==> src/rtl/core/afm_pkg.sv <==
`default_nettype none

package afm_pkg;

   // Sine quarter-wave table size and the widths that follow from it
   localparam int SINE_N  = 256;
   localparam int SINE_AW = $clog2(SINE_N);
   localparam int IDX_W   = SINE_AW + 2;
   // quotient width of the phase divider: 4*amplitude < 1024, sine index < 4N
   localparam int QW      = (IDX_W > 10) ? IDX_W : 10;
   localparam int MW      = QW + 1;
   localparam int XW      = 16 + MW;
   localparam int LW      = QW + 3;

   // Flicker type codes
   localparam logic [2:0] FLICK_NONE     = 3'd0;
   localparam logic [2:0] FLICK_TRIANGLE = 3'd1;
   localparam logic [2:0] FLICK_SAW_DOWN = 3'd2;
   localparam logic [2:0] FLICK_SAW_UP   = 3'd3;
   localparam logic [2:0] FLICK_SQUARE   = 3'd4;
   localparam logic [2:0] FLICK_SINE     = 3'd5;

   // Register indexes
   localparam logic [2:0] CSR_TYPE       = 3'd0;
   localparam logic [2:0] CSR_PERIOD     = 3'd1;
   localparam logic [2:0] CSR_RANDOM_PCT = 3'd2;
   localparam logic [2:0] CSR_AMPLITUDE  = 3'd3;

   // m / 12700 = ((m >> 2) * ceil(2^41 / 3175)) >> 41, exact for m < 2^31
   localparam int          STRETCH_QW    = 17;
   localparam logic [29:0] STRETCH_RECIP = 30'd692605750;
   localparam int          STRETCH_SHIFT = 41;
   localparam logic [15:0] PERIOD_MAX  = 16'hFFFF;
   localparam int          LEVEL_MID   = 128;
   localparam int          LEVEL_MAX   = 255;
   localparam int          SINE_ONE    = 32768;
   localparam logic [63:0] HALF_PI_Q30 = 64'd1686629713;

   typedef struct packed {
      logic [15:0]       tick;
      logic signed [7:0] flick_offset;
      logic [7:0]        alpha_primary;
      logic [7:0]        alpha_secondary;
   } req_payload_type;

   typedef struct packed {
      logic [7:0] alpha_primary_out;
      logic [7:0] alpha_secondary_out;
   } rsp_payload_type;

   typedef struct packed {
      logic [2:0]  index;
      logic [15:0] value;
   } csr_payload_type;

   typedef logic [15:0] sine_rom_type [0:SINE_N];

   // sin(pi/2 * i / N) in Q15, Taylor series in Q30
   function automatic logic [15:0] quarter_sine(input int unsigned i);
      logic [63:0] x;
      logic [63:0] x2;
      logic [63:0] term;
      logic [63:0] sum;
      logic [63:0] r;
      x    = (HALF_PI_Q30 * 64'(i)) / SINE_N;
      x2   = (x * x) >> 30;
      term = x;
      sum  = x;
      term = ((term * x2) >> 30) / 64'd6;
      sum  = sum - term;
      term = ((term * x2) >> 30) / 64'd20;
      sum  = sum + term;
      term = ((term * x2) >> 30) / 64'd42;
      sum  = sum - term;
      term = ((term * x2) >> 30) / 64'd72;
      sum  = sum + term;
      term = ((term * x2) >> 30) / 64'd110;
      sum  = sum - term;
      term = ((term * x2) >> 30) / 64'd156;
      sum  = sum + term;
      r = (sum + 64'd16384) >> 15;
      if (r > 64'(SINE_ONE)) begin
         r = 64'(SINE_ONE);
      end
      return r[15:0];
   endfunction

   function automatic sine_rom_type build_sine_rom();
      sine_rom_type rom;
      for (int i = 0; i <= SINE_N; i++) begin
         rom[i] = quarter_sine(i);
      end
      return rom;
   endfunction

   localparam sine_rom_type SINE_ROM = build_sine_rom();

endpackage

`default_nettype wire

==> src/rtl/core/afm_if.sv <==
`default_nettype none


interface afm_rsp_if import afm_pkg::*; ();
   logic            valid;
   logic            ready;
   rsp_payload_type data;
   modport source (output valid, output data, input ready);
   modport sink (input valid, input data, output ready);
endinterface


`default_nettype wire

==> src/rtl/core/afm_out_buf.sv <==
`default_nettype none

module afm_out_buf import afm_pkg::*; (
   input  wire logic            clock,
   input  wire logic            reset,
   input  wire logic            in_valid,
   input  wire rsp_payload_type in_data,
   output logic                 skid_full,
   afm_rsp_if.source            rsp
);

   logic            out_v_ff;
   logic            out_v_in;
   rsp_payload_type out_d_ff;
   rsp_payload_type out_d_in;
   logic            sk_v_ff;
   logic            sk_v_in;
   rsp_payload_type sk_d_ff;
   rsp_payload_type sk_d_in;
   logic            take;

   assign take = out_v_ff & rsp.ready;

   // Refill the output register from the skid stage first, then from the pipe
   always_comb begin
      out_v_in = out_v_ff;
      out_d_in = out_d_ff;
      sk_v_in  = sk_v_ff;
      sk_d_in  = sk_d_ff;
      if (sk_v_ff) begin
         if (take) begin
            out_d_in = sk_d_ff;
            sk_v_in  = 1'b0;
         end
      end else if (take || !out_v_ff) begin
         out_v_in = in_valid;
         out_d_in = in_data;
      end else if (in_valid) begin
         sk_v_in = 1'b1;
         sk_d_in = in_data;
      end
   end

   always_ff @(posedge clock) begin
      if (reset) begin
         out_v_ff <= 1'b0;
         sk_v_ff  <= 1'b0;
      end else begin
         out_v_ff <= out_v_in;
         sk_v_ff  <= sk_v_in;
      end
      out_d_ff <= out_d_in;
      sk_d_ff  <= sk_d_in;
   end

   assign rsp.valid = out_v_ff;
   assign rsp.data  = out_d_ff;
   assign skid_full = sk_v_ff;

endmodule

`default_nettype wire

==> src/flat_wrapper.sv <==
// flat-port wrapper written by rule: the top's interface ports become plain ports
module afm_out_buf_flat import afm_pkg::*;
  (clock, reset, in_valid, in_data, skid_full, rsp_valid, rsp_data, rsp_ready);
  afm_rsp_if rsp_i ();
  input  wire logic clock;
  input  wire logic reset;
  input  wire logic in_valid;
  input  wire rsp_payload_type in_data;
  output logic skid_full;
  output wire logic [$bits(rsp_i.valid)-1:0] rsp_valid;
  output wire logic [$bits(rsp_i.data)-1:0] rsp_data;
  input wire logic [$bits(rsp_i.ready)-1:0] rsp_ready;
  assign rsp_valid = rsp_i.valid;
  assign rsp_data = rsp_i.data;
  assign rsp_i.ready = rsp_ready;
  afm_out_buf u_core (.clock(clock), .reset(reset), .in_valid(in_valid), .in_data(in_data), .skid_full(skid_full), .rsp(rsp_i));
endmodule
==> config.mk <==
export PLATFORM = sky130hd
export DESIGN_NAME = afm_out_buf_flat
export DESIGN_NICKNAME = d
export VERILOG_FILES = /design/src/rtl/core/afm_pkg.sv /design/src/rtl/core/afm_if.sv /design/src/rtl/core/afm_out_buf.sv /design/src/flat_wrapper.sv
export SDC_FILE = /design/constraint.sdc
export NUM_CORES = 1
export LEC_CHECK = 0
export ABC_CLOCK_PERIOD_IN_PS = 2870
export BUFFER_PORTS_ARGS = -buffer_cell sky130_fd_sc_hd__buf_2
export CORE_ASPECT_RATIO = 0.7
export CORE_MARGIN = 2
export CORE_UTILIZATION = 30
export DETAILED_ROUTE_END_ITERATION = 7
export SLEW_MARGIN = 20
export SYNTH_ARGS = -nofsm -noshare
export SYNTH_HDL_FRONTEND = slang
export SYNTH_SLANG_ARGS = --single-unit
==> constraint.sdc <==
create_clock -name clock -period 2.87 [get_ports clock]
set_input_delay 0.574 -clock clock [delete_from_list [all_inputs] [get_ports clock]]
set_output_delay 0.574 -clock clock [all_outputs]
set_load 0.02 [all_outputs]
======== Yosys cells after proc, flatten, opt, wreduce, memory -nomap -nowiden ========
Index checks and enable logic that the tools add are counted.
word-level totals
  bits of input ports ..................... 20
  word-level logic and storage cells ...... 23
  output and inout bits ................... 18
  register bits ........................... 34
operators by class
  eq/ne operators ......................... 1
  muxes and demuxes ....................... 7
  reductions and logical operators ........ 6
  bitwise gates (word level) .............. 3
operators by type and width
  cell                count
  $mux 16             3
  $mux 1              4
  $reduce_and 2->1    2
  $reduce_and 3->1    1
  $ne 2x2->1 const B  1
  $not 1->1           2
  $reduce_bool 2->1   1
  $and 1x1->1         1
  $logic_not 1->1     1
  $logic_or 1x1->1    1

======== Logic depth before layout (Yosys ltp) ========
  depth in word-level cells ............... 4
  mapped depth ............................ 3
  gate-level depth less buffers ........... 2

======== Worst setup path before layout ========
OpenSTA, ideal clock, no wires.
  kind .................................... flip-flop to flip-flop
  start ................................... reg u_core.sk_v_ff, in the netlist u_core.skid_full
  end ..................................... reg u_core.out_d_ff (netlist bit u_core.rsp.data[0]) (enable)
  library setup time ...................... 0.411 ns
  stages on the path, launching flop included .. 3
  slack ................................... 0.704 ns
  arrival ................................. 1.755 ns
  required time ........................... 2.459 ns
  clock period less this slack ............ 2.166 ns
  cells stage by stage .................... dfxtp_1 > buf_6 > o21ai_0
between the ends
  word-level cells in the longest chain between the ends .. 2
  elaborated cells between the ends (all ways) .. 3
  classes of those cells .................. 1 x eq/ne; 2 x reduce/logical
RTL lines
  what                                                              line               text
  start: declaration                                                afm_out_buf.sv:16  logic sk_v_ff;
  start signal: assignment                                          afm_out_buf.sv:50  sk_v_ff <= sk_v_in;
  $ne 2x2->1 (no source line) or $reduce_bool 2->1 (tied branches)  n/a
  $reduce_and 2->1 (no source line) (*)                             n/a
  end signal: assignment                                            afm_out_buf.sv:52  out_d_ff <= out_d_in;
  end: declaration                                                  afm_out_buf.sv:14  rsp_payload_type out_d_ff;
Mark *: on every way between the ends. The rest lies on a longest branch, timed or not.
A chain may end at the register's enable or synchronous reset.

======== Worst setup path in the final report ========
  start ................................... reg u_core.sk_v_ff, in the netlist u_core.skid_full
  end ..................................... out skid_full
RTL lines
  what              line               text
  end: declaration  flat_wrapper.sv:9  output logic skid_full;
No word-level cell between the ends.

==> flow_summary.toml <==
[timing]
slew_violations = 0
finalSetupTns_ns = 0
hold_violations = 0
fin_crit_ns = 1.89
max_clock_freq_mhz = 530
rsz0062_at_grt = "false"
relSlewSlack = 0.551
finClkSkew_ns = 0.00504
setup_violations = 0
period_share = 0.657
tightest_slew_ns = 0.673

[critical_path]
rrSetupSlack_ns = 1.21
r2r_cells = 2
crit_family = "flip-flops"
cp_slowest_cell = "dfxtp_1"
cp-start-kind = "flop"
cp-end-kind = "output pin"
critPathBufInv = 1
crit_type = "flop to output pin"
cp.arrival_ns = 1.31
cp_max_fo = 14
path_cells = "buf_2"
rr_endpoint = "u_core.rsp.data[2]"
slowest_delay_ns = 0.75
required_ns = 2.30
crit_cells = 1
rr_startpoint = "u_core.skid_full"

[floorplan]
dieArea_um2 = 5020
coreArea_um2 = 4300
num_rows = 20
ios = 38
die_w_um = 83.8
die_h_um = 59.9
initial_core_util = 0.311

[synthesis]
syn_avg_cell_area_um2 = 21.9
syn_inst = 61
synth-seq-cells = 34
ys_warn_count = 0
synth_cell_types = 13
synth_area_um2 = 1340
syn_nets = 81
ys_seq_area_frac = 0.748

[flow_run]
maxCapViolations = 0

[final_layout]
nets = 125
area_growth_pct = 24.5
drive_above_1_share = 0.613
diodes = 0

[power_and_ir_drop]
power_per_cell_area_nw_per_um2 = 644
p_total_w = 0.00107
p_leak_nw = 0.660
ir_drop_v = 0.000314

[clock_network]
htree_levels = 2
clock-sinks = 34
cts_tree = "yes"
clk_latency_ns = 0.27
clock_path_buffers = 2
clkTransAtPathRegs_ns = 0.07
numCtsBuffers = 5
clockRootBuffer = "clkbuf_8"
postCtsHoldBufs = 0
cts_resized = 0
cts_setup_buffers = 0

[placement]
dp_hpwl_um = 1500
gp_congestion = 0.669
io_buffers = 37

[drt]
route.vias.total = 648
ant_nets = 0
drt_wl_total_um = 2110
drc_errors = 0
wire_per_inst_um = 13.1
drtIter0Drc = 25
dr.pass1.iters = 3
viasPerCell = 4.02

[min_path]
hp-start = "in_data[12]"
holdCritPathClass = "primary input to flop"
hold_path_end = "u_core.sk_d_ff[12]"
whs_path_depth = 1

[outcome]
outcome = "finished clean"

[global_routing]
antenna_found_initial = 0
grt_pass1_wl_um = 3350
grt_usage = 0.0901
grt_overflow = 0
grt_pass1_vias = 714
grt_start_max_net_pins = 17
==> worst reg2reg max path: cells and delay by family (launching register included) <==
kind     cells  cell delay [ns]
buf+inv      1             0.34
flops        1             0.75
mux          1             0.32
==> metal layers <==
metal,share of wire,global-route usage,up-vias
met5,0,0,-
met4,0,0.0415,0
met3,0.063,0.0456,0
met2,0.50,0.150,20
met1,0.44,0.0989,303
li1,-,-,325
==> final cells by class <==
type                       instances  area [um^2]
clock inverter                     2         8.76
fill                             427         2640
clock buffer                       6         72.6
multi-input combinational         24          310
timing repair buffer              39          200
sequential                        34         1000
inverter                           1         3.75
tap                               55         68.8
==> through the flow <==
step	utilization	instances	cell area [um^2]	hold WS (ns)	setup WS, ns
floorplan	-	61	1340	0.527	0.704
detailed placement	0.368	153	1580	0.542	1.19
global route	0.387	161	1670	0.471	0.894
global placement	0.368	153	1580	0.530	1.25
CTS	0.387	161	1670	0.477	0.942
finish	0.387	161	1670	0.488	0.983
==> cell families after synthesis <==
family | synth area share
AOI/OAI and AO/OA | 0.0290
buffers and inverters | 0.0196
DFF | 0.748
muxes | 0.180
and+or+nand+nor | 0.0234
==> cell usage in the layout (no fill, tap or decap) <==
cell type	Yosys	final
a211oi_2	1	1
clkinv_1	0	1
and4bb_2	1	1
o32ai_2	1	1
mux2_4	16	16
edfxtp_1	32	32
nand2b_1	1	1
buf_4	0	2
o21ai_1	0	1
clkinv_2	0	1
buf_2	0	37
dfxtp_1	2	2
inv_1	1	1
nand2_1	1	1
clkbuf_1	0	1
and2b_2	1	1
clkbuf_8	0	5
a21oi_1	1	1
==> registers in the layout, summed over array words and instances (netlist names) <==
register          count
u_core.sk_d_ff       16
u_core.rsp.valid      1
u_core.rsp.data      16
u_core.skid_full      1
==> cells in the mapped netlist (all sizes together) <==
master	count	area, um^2
a21oi	1	5.00
nand2	1	3.75
inv	1	3.75
a211oi	1	12.5
edfxtp	32	961
nand2b	1	6.26
o21ai	1	5.00
dfxtp	2	40.0
o32ai	1	16.3
buf	2	22.5
and4bb	1	12.5
mux2	16	240
and2b	1	8.76
==> power breakdown <==
| part | total, W | switching (W) | internal (W) |
|---|---|---|---|
| clock | 0.000323 | 0.000157 | 0.000166 |
| combinational | 0.000146 | 0.0000812 | 0.0000651 |
| sequential | 0.000603 | 0.0000147 | 0.000588 |
| total | 0.00107 | 0.000253 | 0.000820 |
==> worst max-delay path by stage <==
stage / start / slack [ns] / to
2_1_floorplan: u_core.skid_full / 0.70 / u_core.rsp.data[0]
3_3_place_gp: rsp_ready / 1.25 / u_core.sk_d_ff[14]
3_5_place_dp: rsp_ready / 1.19 / u_core.sk_d_ff[14]
4_1_cts: u_core.skid_full / 0.94 / skid_full
5_1_grt: u_core.skid_full / 0.89 / skid_full
6_report: u_core.skid_full / 0.98 / skid_full
Note: power is estimated with default switching activity, not from simulation.
